### src/rtl/dad_pkg.sv
// shared types, constants and month table for the date add days block
`timescale 1ns / 1ps

package dad_pkg;

  // field widths
  localparam int unsigned MonthW = 4;
  localparam int unsigned DayW   = 5;
  localparam int unsigned YearW  = 14;
  localparam int unsigned DaysW  = 20;
  localparam int unsigned QuotW  = 10;
  localparam int unsigned Mod25W = 5;

  // year limits and constants
  localparam logic [YearW-1:0]  YearMax  = 14'd16383;
  localparam logic [MonthW-1:0] MonthJan = 4'd1;
  localparam logic [MonthW-1:0] MonthFeb = 4'd2;
  localparam logic [MonthW-1:0] MonthDec = 4'd12;
  localparam logic [DayW-1:0]   DayFirst = 5'd1;
  localparam logic [Mod25W-1:0] Mod25Top = 5'd24;

  // reciprocal of 25 scaled by 2^19, rounded up; exact for all 14-bit years
  localparam logic [14:0] Recip25   = 15'd20972;
  localparam int unsigned Recip25Sh = 19;

  // controller states
  typedef enum logic [2:0] {
    ST_IDLE,
    ST_DIV,
    ST_REM,
    ST_CLAMP,
    ST_WALK,
    ST_DONE
  } state_e;

  // commands from controller to datapath
  typedef struct packed {
    logic load;
    logic div;
    logic rem;
    logic clamp;
    logic step;
    logic out_load;
  } dad_cmd_t;

  // status from datapath to controller
  typedef struct packed {
    logic rem_zero;
  } dad_sts_t;

  // days in a month of a common year
  function automatic logic [DayW-1:0] month_len(input logic [MonthW-1:0] m);
    logic [DayW-1:0] len;
    unique case (m)
      4'd2:                      len = 5'd28;
      4'd4, 4'd6, 4'd9, 4'd11:   len = 5'd30;
      default:                   len = 5'd31;
    endcase
    return len;
  endfunction

endpackage

### src/rtl/date_add_days_core.sv
// Gregorian date plus a day count: usage overview below.
// Input stream carries one start date and a day count per item; output
// stream returns the advanced date and a year overflow flag per item.
// An accepted item passes through the setup steps (year mod 25 through a
// reciprocal multiply, remainder, day clamp), then the month walk, which
// consumes one month per cycle, then a load of the output register. The
// month walk sets the rate: a new item is taken only after the last one is
// loaded into the output register, and the walk crosses up to about 34,500
// month boundaries for the largest day count.
// One item is in work at a time; s_axis_tready_o is high only while idle.
// The output register holds a finished result while the receiver stalls,
// and the next item may be taken and walked meanwhile; it waits for the
// register to free before delivery.
// Reset clears the controller and the output valid; no item is held.
// Year overflow: past year 16383 the year saturates and the flag is set.
`timescale 1ns / 1ps

module date_add_days_core import dad_pkg::*; (
  input  logic        clk_i,
  input  logic        rst_ni,
  input  logic        s_axis_tvalid_i,
  output logic        s_axis_tready_o,
  // month_in[3:0], day_in[8:4], year_in[22:9], days_to_add[42:23], zero pad
  input  logic [47:0] s_axis_tdata_i,
  output logic        m_axis_tvalid_o,
  input  logic        m_axis_tready_i,
  // month_out[3:0], day_out[8:4], year_out[22:9], year_overflow[23]
  output logic [23:0] m_axis_tdata_o
);

  dad_cmd_t          cmd;
  dad_sts_t          sts;
  logic [MonthW-1:0] month_out;
  logic [DayW-1:0]   day_out;
  logic [YearW-1:0]  year_out;
  logic              ovf_out;

  // controller
  dad_ctrl u_ctrl (
    .clk_i       (clk_i),
    .rst_ni      (rst_ni),
    .in_valid_i  (s_axis_tvalid_i),
    .in_ready_o  (s_axis_tready_o),
    .out_valid_o (m_axis_tvalid_o),
    .out_ready_i (m_axis_tready_i),
    .sts_i       (sts),
    .cmd_o       (cmd)
  );

  // datapath
  dad_dp u_dp (
    .clk_i       (clk_i),
    .cmd_i       (cmd),
    .sts_o       (sts),
    .month_in_i  (s_axis_tdata_i[3:0]),
    .day_in_i    (s_axis_tdata_i[8:4]),
    .year_in_i   (s_axis_tdata_i[22:9]),
    .days_in_i   (s_axis_tdata_i[42:23]),
    .month_out_o (month_out),
    .day_out_o   (day_out),
    .year_out_o  (year_out),
    .ovf_out_o   (ovf_out)
  );

  // output packing
  assign m_axis_tdata_o = {ovf_out, year_out, day_out, month_out};

`ifndef SYNTHESIS
  // an accepted item closes the input until it is handed to the output register
  assert property (@(posedge clk_i) disable iff (!rst_ni)
    (s_axis_tvalid_i && s_axis_tready_o) |=> !s_axis_tready_o)
    else $error("input taken twice in a row");

  // delivered month is always a real month
  assert property (@(posedge clk_i) disable iff (!rst_ni)
    m_axis_tvalid_o |-> ((m_axis_tdata_o[3:0] != 4'd0) && (m_axis_tdata_o[3:0] <= MonthDec)))
    else $error("month out of range");

  // delivered day is never zero
  assert property (@(posedge clk_i) disable iff (!rst_ni)
    m_axis_tvalid_o |-> (m_axis_tdata_o[8:4] != 5'd0))
    else $error("day out is zero");

  // overflow only with a saturated year
  assert property (@(posedge clk_i) disable iff (!rst_ni)
    (m_axis_tvalid_o && m_axis_tdata_o[23]) |-> (m_axis_tdata_o[22:9] == YearMax))
    else $error("overflow without saturated year");
`endif

endmodule

### src/rtl/dad_ctrl.sv
// controller state machine: input handshake, walk sequencing, output valid
`timescale 1ns / 1ps

module dad_ctrl import dad_pkg::*; (
  input  logic     clk_i,
  input  logic     rst_ni,
  input  logic     in_valid_i,
  output logic     in_ready_o,
  output logic     out_valid_o,
  input  logic     out_ready_i,
  input  dad_sts_t sts_i,
  output dad_cmd_t cmd_o
);

  state_e state_q, state_d;
  logic   valid_q, valid_d;

  // state and output valid registers
  always_ff @(posedge clk_i or negedge rst_ni) begin
    if (!rst_ni) begin
      state_q <= ST_IDLE;
      valid_q <= 1'b0;
    end else begin
      state_q <= state_d;
      valid_q <= valid_d;
    end
  end

  // next state and commands
  always_comb begin
    state_d    = state_q;
    cmd_o      = '0;
    in_ready_o = 1'b0;
    unique case (state_q)
      ST_IDLE: begin
        in_ready_o = 1'b1;
        if (in_valid_i) begin
          cmd_o.load = 1'b1;
          state_d    = ST_DIV;
        end
      end
      ST_DIV: begin
        cmd_o.div = 1'b1;
        state_d   = ST_REM;
      end
      ST_REM: begin
        cmd_o.rem = 1'b1;
        state_d   = ST_CLAMP;
      end
      ST_CLAMP: begin
        cmd_o.clamp = 1'b1;
        state_d     = ST_WALK;
      end
      ST_WALK: begin
        if (sts_i.rem_zero) begin
          state_d = ST_DONE;
        end else begin
          cmd_o.step = 1'b1;
        end
      end
      ST_DONE: begin
        // hand the item to the output register once it is free
        if (!valid_q || out_ready_i) begin
          cmd_o.out_load = 1'b1;
          state_d        = ST_IDLE;
        end
      end
      default: state_d = ST_IDLE;
    endcase
  end

  // output valid follows loads and takes
  always_comb begin
    valid_d = valid_q;
    priority if (cmd_o.out_load) begin
      valid_d = 1'b1;
    end else if (out_ready_i) begin
      valid_d = 1'b0;
    end else begin
      valid_d = valid_q;
    end
  end

  assign out_valid_o = valid_q;

endmodule

### src/rtl/dad_dp.sv
// datapath: date registers, year mod 25 tracking, month step and output register
`timescale 1ns / 1ps

module dad_dp import dad_pkg::*; (
  input  logic              clk_i,
  input  dad_cmd_t          cmd_i,
  output dad_sts_t          sts_o,
  input  logic [MonthW-1:0] month_in_i,
  input  logic [DayW-1:0]   day_in_i,
  input  logic [YearW-1:0]  year_in_i,
  input  logic [DaysW-1:0]  days_in_i,
  output logic [MonthW-1:0] month_out_o,
  output logic [DayW-1:0]   day_out_o,
  output logic [YearW-1:0]  year_out_o,
  output logic              ovf_out_o
);

  logic [MonthW-1:0] month_q, month_d;
  logic [DayW-1:0]   day_q, day_d;
  logic [YearW-1:0]  year_q, year_d;
  logic [DaysW-1:0]  rem_q, rem_d;
  logic              ovf_q, ovf_d;
  logic [QuotW-1:0]  quot_q, quot_d;
  logic [Mod25W-1:0] mod25_q, mod25_d;

  logic [MonthW-1:0] month_o_q;
  logic [DayW-1:0]   day_o_q;
  logic [YearW-1:0]  year_o_q;
  logic              ovf_o_q;

  logic [28:0]       prod;
  logic [YearW-1:0]  quot25;
  logic [YearW-1:0]  diff25;
  logic              leap;
  logic [DayW-1:0]   len;
  logic [DayW-1:0]   left;
  logic [DaysW-1:0]  left_ext;

  // quotient of year by 25 through the scaled reciprocal
  assign prod   = {15'd0, year_q} * {14'd0, Recip25};
  assign quot25 = ({4'd0, quot_q} << 4) + ({4'd0, quot_q} << 3) + {4'd0, quot_q};
  assign diff25 = year_q - quot25;

  // leap year from low year bits and the year mod 25
  assign leap = (year_q[1:0] == 2'd0) && ((mod25_q != '0) || (year_q[3:0] == 4'd0));
  assign len  = month_len(month_q) + {4'd0, (month_q == MonthFeb) && leap};
  assign left = len - day_q;
  assign left_ext = {{(DaysW-DayW){1'b0}}, left};

  // working registers
  always_comb begin
    month_d = month_q;
    day_d   = day_q;
    year_d  = year_q;
    rem_d   = rem_q;
    ovf_d   = ovf_q;
    quot_d  = quot_q;
    mod25_d = mod25_q;
    priority if (cmd_i.load) begin
      month_d = ((month_in_i == '0) || (month_in_i > MonthDec)) ? MonthJan : month_in_i;
      day_d   = (day_in_i == '0) ? DayFirst : day_in_i;
      year_d  = year_in_i;
      rem_d   = days_in_i;
      ovf_d   = 1'b0;
    end else if (cmd_i.div) begin
      quot_d = prod[28:Recip25Sh];
    end else if (cmd_i.rem) begin
      mod25_d = diff25[Mod25W-1:0];
    end else if (cmd_i.clamp) begin
      if (day_q > len) begin
        day_d = len;
      end
    end else if (cmd_i.step) begin
      if (rem_q > left_ext) begin
        // finish this month and move to the first of the next
        rem_d = rem_q - left_ext - {{(DaysW-1){1'b0}}, 1'b1};
        day_d = DayFirst;
        if (month_q == MonthDec) begin
          month_d = MonthJan;
          if (year_q == YearMax) begin
            ovf_d = 1'b1;
          end else begin
            year_d  = year_q + {{(YearW-1){1'b0}}, 1'b1};
            mod25_d = (mod25_q == Mod25Top) ? '0 : mod25_q + {{(Mod25W-1){1'b0}}, 1'b1};
          end
        end else begin
          month_d = month_q + {{(MonthW-1){1'b0}}, 1'b1};
        end
      end else begin
        // remaining days fit in this month
        day_d = day_q + rem_q[DayW-1:0];
        rem_d = '0;
      end
    end else begin
      // no command: working registers hold
    end
  end

  always_ff @(posedge clk_i) begin
    month_q <= month_d;
    day_q   <= day_d;
    year_q  <= year_d;
    rem_q   <= rem_d;
    ovf_q   <= ovf_d;
    quot_q  <= quot_d;
    mod25_q <= mod25_d;
  end

  // output register
  always_ff @(posedge clk_i) begin
    if (cmd_i.out_load) begin
      month_o_q <= month_q;
      day_o_q   <= day_q;
      year_o_q  <= year_q;
      ovf_o_q   <= ovf_q;
    end
  end

  assign sts_o.rem_zero = (rem_q == '0);
  assign month_out_o    = month_o_q;
  assign day_out_o      = day_o_q;
  assign year_out_o     = year_o_q;
  assign ovf_out_o      = ovf_o_q;

endmodule

### config.mk
export PLATFORM = sky130hd
export DESIGN_NAME = date_add_days_core
export DESIGN_NICKNAME = d
export VERILOG_FILES = /design/src/rtl/dad_pkg.sv /design/src/rtl/date_add_days_core.sv /design/src/rtl/dad_ctrl.sv /design/src/rtl/dad_dp.sv
export SDC_FILE = /design/constraint.sdc
export NUM_CORES = 1
export LEC_CHECK = 0
export CORE_MARGIN = 2
export CORE_UTILIZATION = 35
export CTS_CLUSTER_SIZE = 25
export DETAILED_ROUTE_END_ITERATION = 6
export DONT_BUFFER_PORTS = 1
export GPL_ROUTABILITY_DRIVEN = 1
export SLEW_MARGIN = 20
export SYNTH_ARGS = -nofsm -noshare
export SYNTH_HDL_FRONTEND = slang
export SYNTH_SLANG_ARGS = --single-unit
### constraint.sdc
create_clock -name clk_i -period 5.42 [get_ports clk_i]
set_input_delay 1.084 -clock clk_i [delete_from_list [all_inputs] [get_ports clk_i]]
set_output_delay 1.084 -clock clk_i [all_outputs]
set_load 0.05 [all_outputs]
==> metrics <==
Die Span X=around 150 um; Slowest-stage cell, CP=edfxtp_1; worst-path cell chain=inv_1, fa_1, inv_1, ha_1, inv_1, fa_1, inv_1, ha_1, inv_1, fa_1, inv_1, ha_1, a21oi_1, o21ai_0, a211oi_1, o211ai_1, or4_1, nand4_1; TritonCTS clock tree=done; Starting Density=a little over a third; Max-Cap Viols=0; Peak VDD IR=approximately 0.15 mV; vias in the first global route=approximately 5200; Post-Syn Nets=about 960; H-tree levels=3; fmax=roughly 200 MHz; placed inst area=between 0.008 and 0.009 mm^2; Vias/cell=between 4 and 5; startpoint types=register; CP Data Required Time=around 5.6 ns; largest net degree at the start of global routing=between 50 and 60; final setup fails=0; gr usage total=roughly 15%; Lkg Pwr=3.61 nW; Synth Area per Inst=around 10 um^2; final hold viol count=0; gr ovfl total=0; register area share after synthesis=approximately a third; Placer Congestion=a little under 0.9; CP top delay family=adder cells; Die Ht=152 um; register bit count reported by yosys=a little over 80; number of clock sinks=82; final core utilization=between 30% and 40%; cells taking the most area after synthesis=edfxtp_1 (30%), ha_1 (19%), fa_1 (17%); Post-CTS Resized=0; Slew Limit Fails=0; actual slew at the worst max-slew pin=~1.0 ns; via count=4936; Area Growth Syn to Fin=9.28%; antenna cells=0; CTS root buf=clkbuf_16; Worst Path Arrival=between 5 and 6 ns; Crit Path Class=reg -> reg; Hold Crit Class=in -> async; Layout Nets=~980; initial antenna violation count=0; wire length per cell=15.8 um; first-pass GRT wire length=between 20000 and 30000 um; clk_skew=about 0.0042 ns; Clock Latency Late Sink=~0.34 ns; status=finished, final reports clean; Routed WL=16300 um; fin crit share=92.4%; Inst Count DP=about 1000; CTS clk-pin slew, worst paths=about 0.060 ns; Yosys top cell by area=edfxtp_1; CTS Buf Count=9; synthesized cell area=0.00765 mm^2; Gate Count Post-Synth=between 700 and 800; I/O Buffers=0; Design Power=1.64 mW; EDFF count, synth=77; Hold Slack=0.437 ns; final instance area=0.00837 mm^2; first drt pass iteration count=5; Slew headroom=a little under a third; Post-CTS Setup Inserts=0; Synth top area share=between 30 and 40%; FFs w/ async S/R, synth=4.88%; Power per Cell Area=slightly below 200 mW/mm^2; setup TNS=0 ns; CP max stage delay=0.67 ns; initial drt markers=roughly 300; CP Buf/Inv Count=6; Setup crit end kind=register; layout cells sized above 1=under 10%; Cell variety after synth=55; final cell count without fillers=around 1000; fin crit period=roughly 5.0 ns; drt drc=0; hpwl dp=about 13000 um; Post-DRT Antenna Nets=0; fill cell count=~2100; Most used DFF post-synth=edfxtp_1; Final Worst Setup Slack=0.411 ns; Placeable Area=between 0.02 and 0.025 mm^2; crit-path most repeated cell=inv_1; Ports=between 70 and 80; # hold bufs at CTS=0; CP Max Fanout=9; Yosys warning total=0; RSZ-0062 raised after global routing=false; Row Count=between 50 and 60; pre-CTS setup slack=about 0.43 ns; clk buf depth=2; full die area=roughly 0.023 mm^2
Yosys cell counts (all sizes together), types with 7 or more instances:
cell      n
a21oi    20
clkbuf   10
edfxtp   77
fa       66
ha      114
inv     136
nand2    73
nand2b    8
nand3    17
nor2     20
nor3      9
o21ai    46
o31ai     7
xnor2    40
xor2     17
cell families (layout without fill, tap and decap cells):
kind of cell | count (synthesis) | count (layout) | synth area share [%]
fa+ha+maj | 180 | 180 | 35.9
flops | 82 | 82 | 31.8
buf+inv | 149 | 166 | 7.39
mux | 1 | 1 | 0.147
other cells | 1 | 1 | 0.0490
simple gates | 160 | 160 | 10.1
xor+xnor | 57 | 57 | 6.52
compound gates | 101 | 101 | 8.09
per-layer routing:
layer | global-route usage (%) | part of all wire, % | vias to the layer above
met5 | 0 | 0 | -
li1 | - | - | 2457
met4 | 3.03 | 1.1 | 0
met3 | 2.34 | 4.0 | 11
met1 | 22.4 | 52 | 2364
met2 | 21.9 | 43 | 104
worst reg2reg max path, cell delays in order, from the launching register on:
cell and delay [ns]:
edfxtp_1 0.67, inv_1 0.24, fa_1 0.49, inv_1 0.07, ha_1 0.14, inv_1 0.06, fa_1 0.53, inv_1 0.04
ha_1 0.26, inv_1 0.05, fa_1 0.53, inv_1 0.04, ha_1 0.29, a21oi_1 0.14, o21ai_0 0.09, a211oi_1 0.31
o211ai_1 0.28, or4_1 0.53, nand4_1 0.10
flip-flops by register name, summed over array words and instances, names as in the netlist, 5 cells and up:
signal and cells:
u_dp.day_out_o 5, u_dp.day_q 5, u_dp.mod25_q 5, u_dp.quot_q 5, u_dp.rem_q 20, u_dp.year_out_o 14, u_dp.year_q 14
report_power, final:
group          internal [mW]  switching (mW)  leakage [nW]
sequential             0.747          0.0446         0.791
clock                  0.356           0.263         0.141
combinational          0.114           0.119          2.68
worst paths after layout:
kind | depth (start not counted) | start | slack (ns) | end
setup / recovery | 18 | u_dp.year_q[4] | 0.41 | u_dp.quot_q[4]
hold / removal | 0 | rst_ni | 0.44 | u_ctrl.state_q[2]
setup reg to reg | 18 | u_dp.year_q[4] | 0.41 | u_dp.quot_q[4]
hold reg to reg | 0 | u_dp.ovf_q | 0.48 | u_dp.ovf_out_o
max in group asynchronous | 0 | rst_ni | 4.92 | u_ctrl.state_q[0]
min in group clk_i | 0 | u_dp.ovf_q | 0.48 | u_dp.ovf_out_o
cell type report:
cell class	instances	area (um^2)	area share, %
inverters	136	510	6.10
repair buffers	14	105	1.26
clock inverters	7	67.6	0.808
flip-flops and latches	82	2430	29.1
multi-input cells	500	4670	55.9
well taps	280	350	4.19
clock buffers	9	225	2.69
cell usage in the layout (no fill, tap or decap), drive strengths merged, types with 2 or more instances in the layout:
master and count:
and3 5, edfxtp 77, o31ai 7, fa 66, o311ai 3, nor3 9, ha 114, inv 137
o21bai 2, o211ai 2, dfrtp 4, o22ai 4, or4 4, nand2b 8, xnor2 40, a211oi 3
and2 3, nand2 73, o41ai 2, nand3 17, or2 4, clkinv 4, xor2 17, a21o 4
nand4 3, nor2 20, nor2b 3, nor4 6, a21oi 20, clkbuf 9, o21ai 46, buf 14
Power figures use the tool's default switching activity.
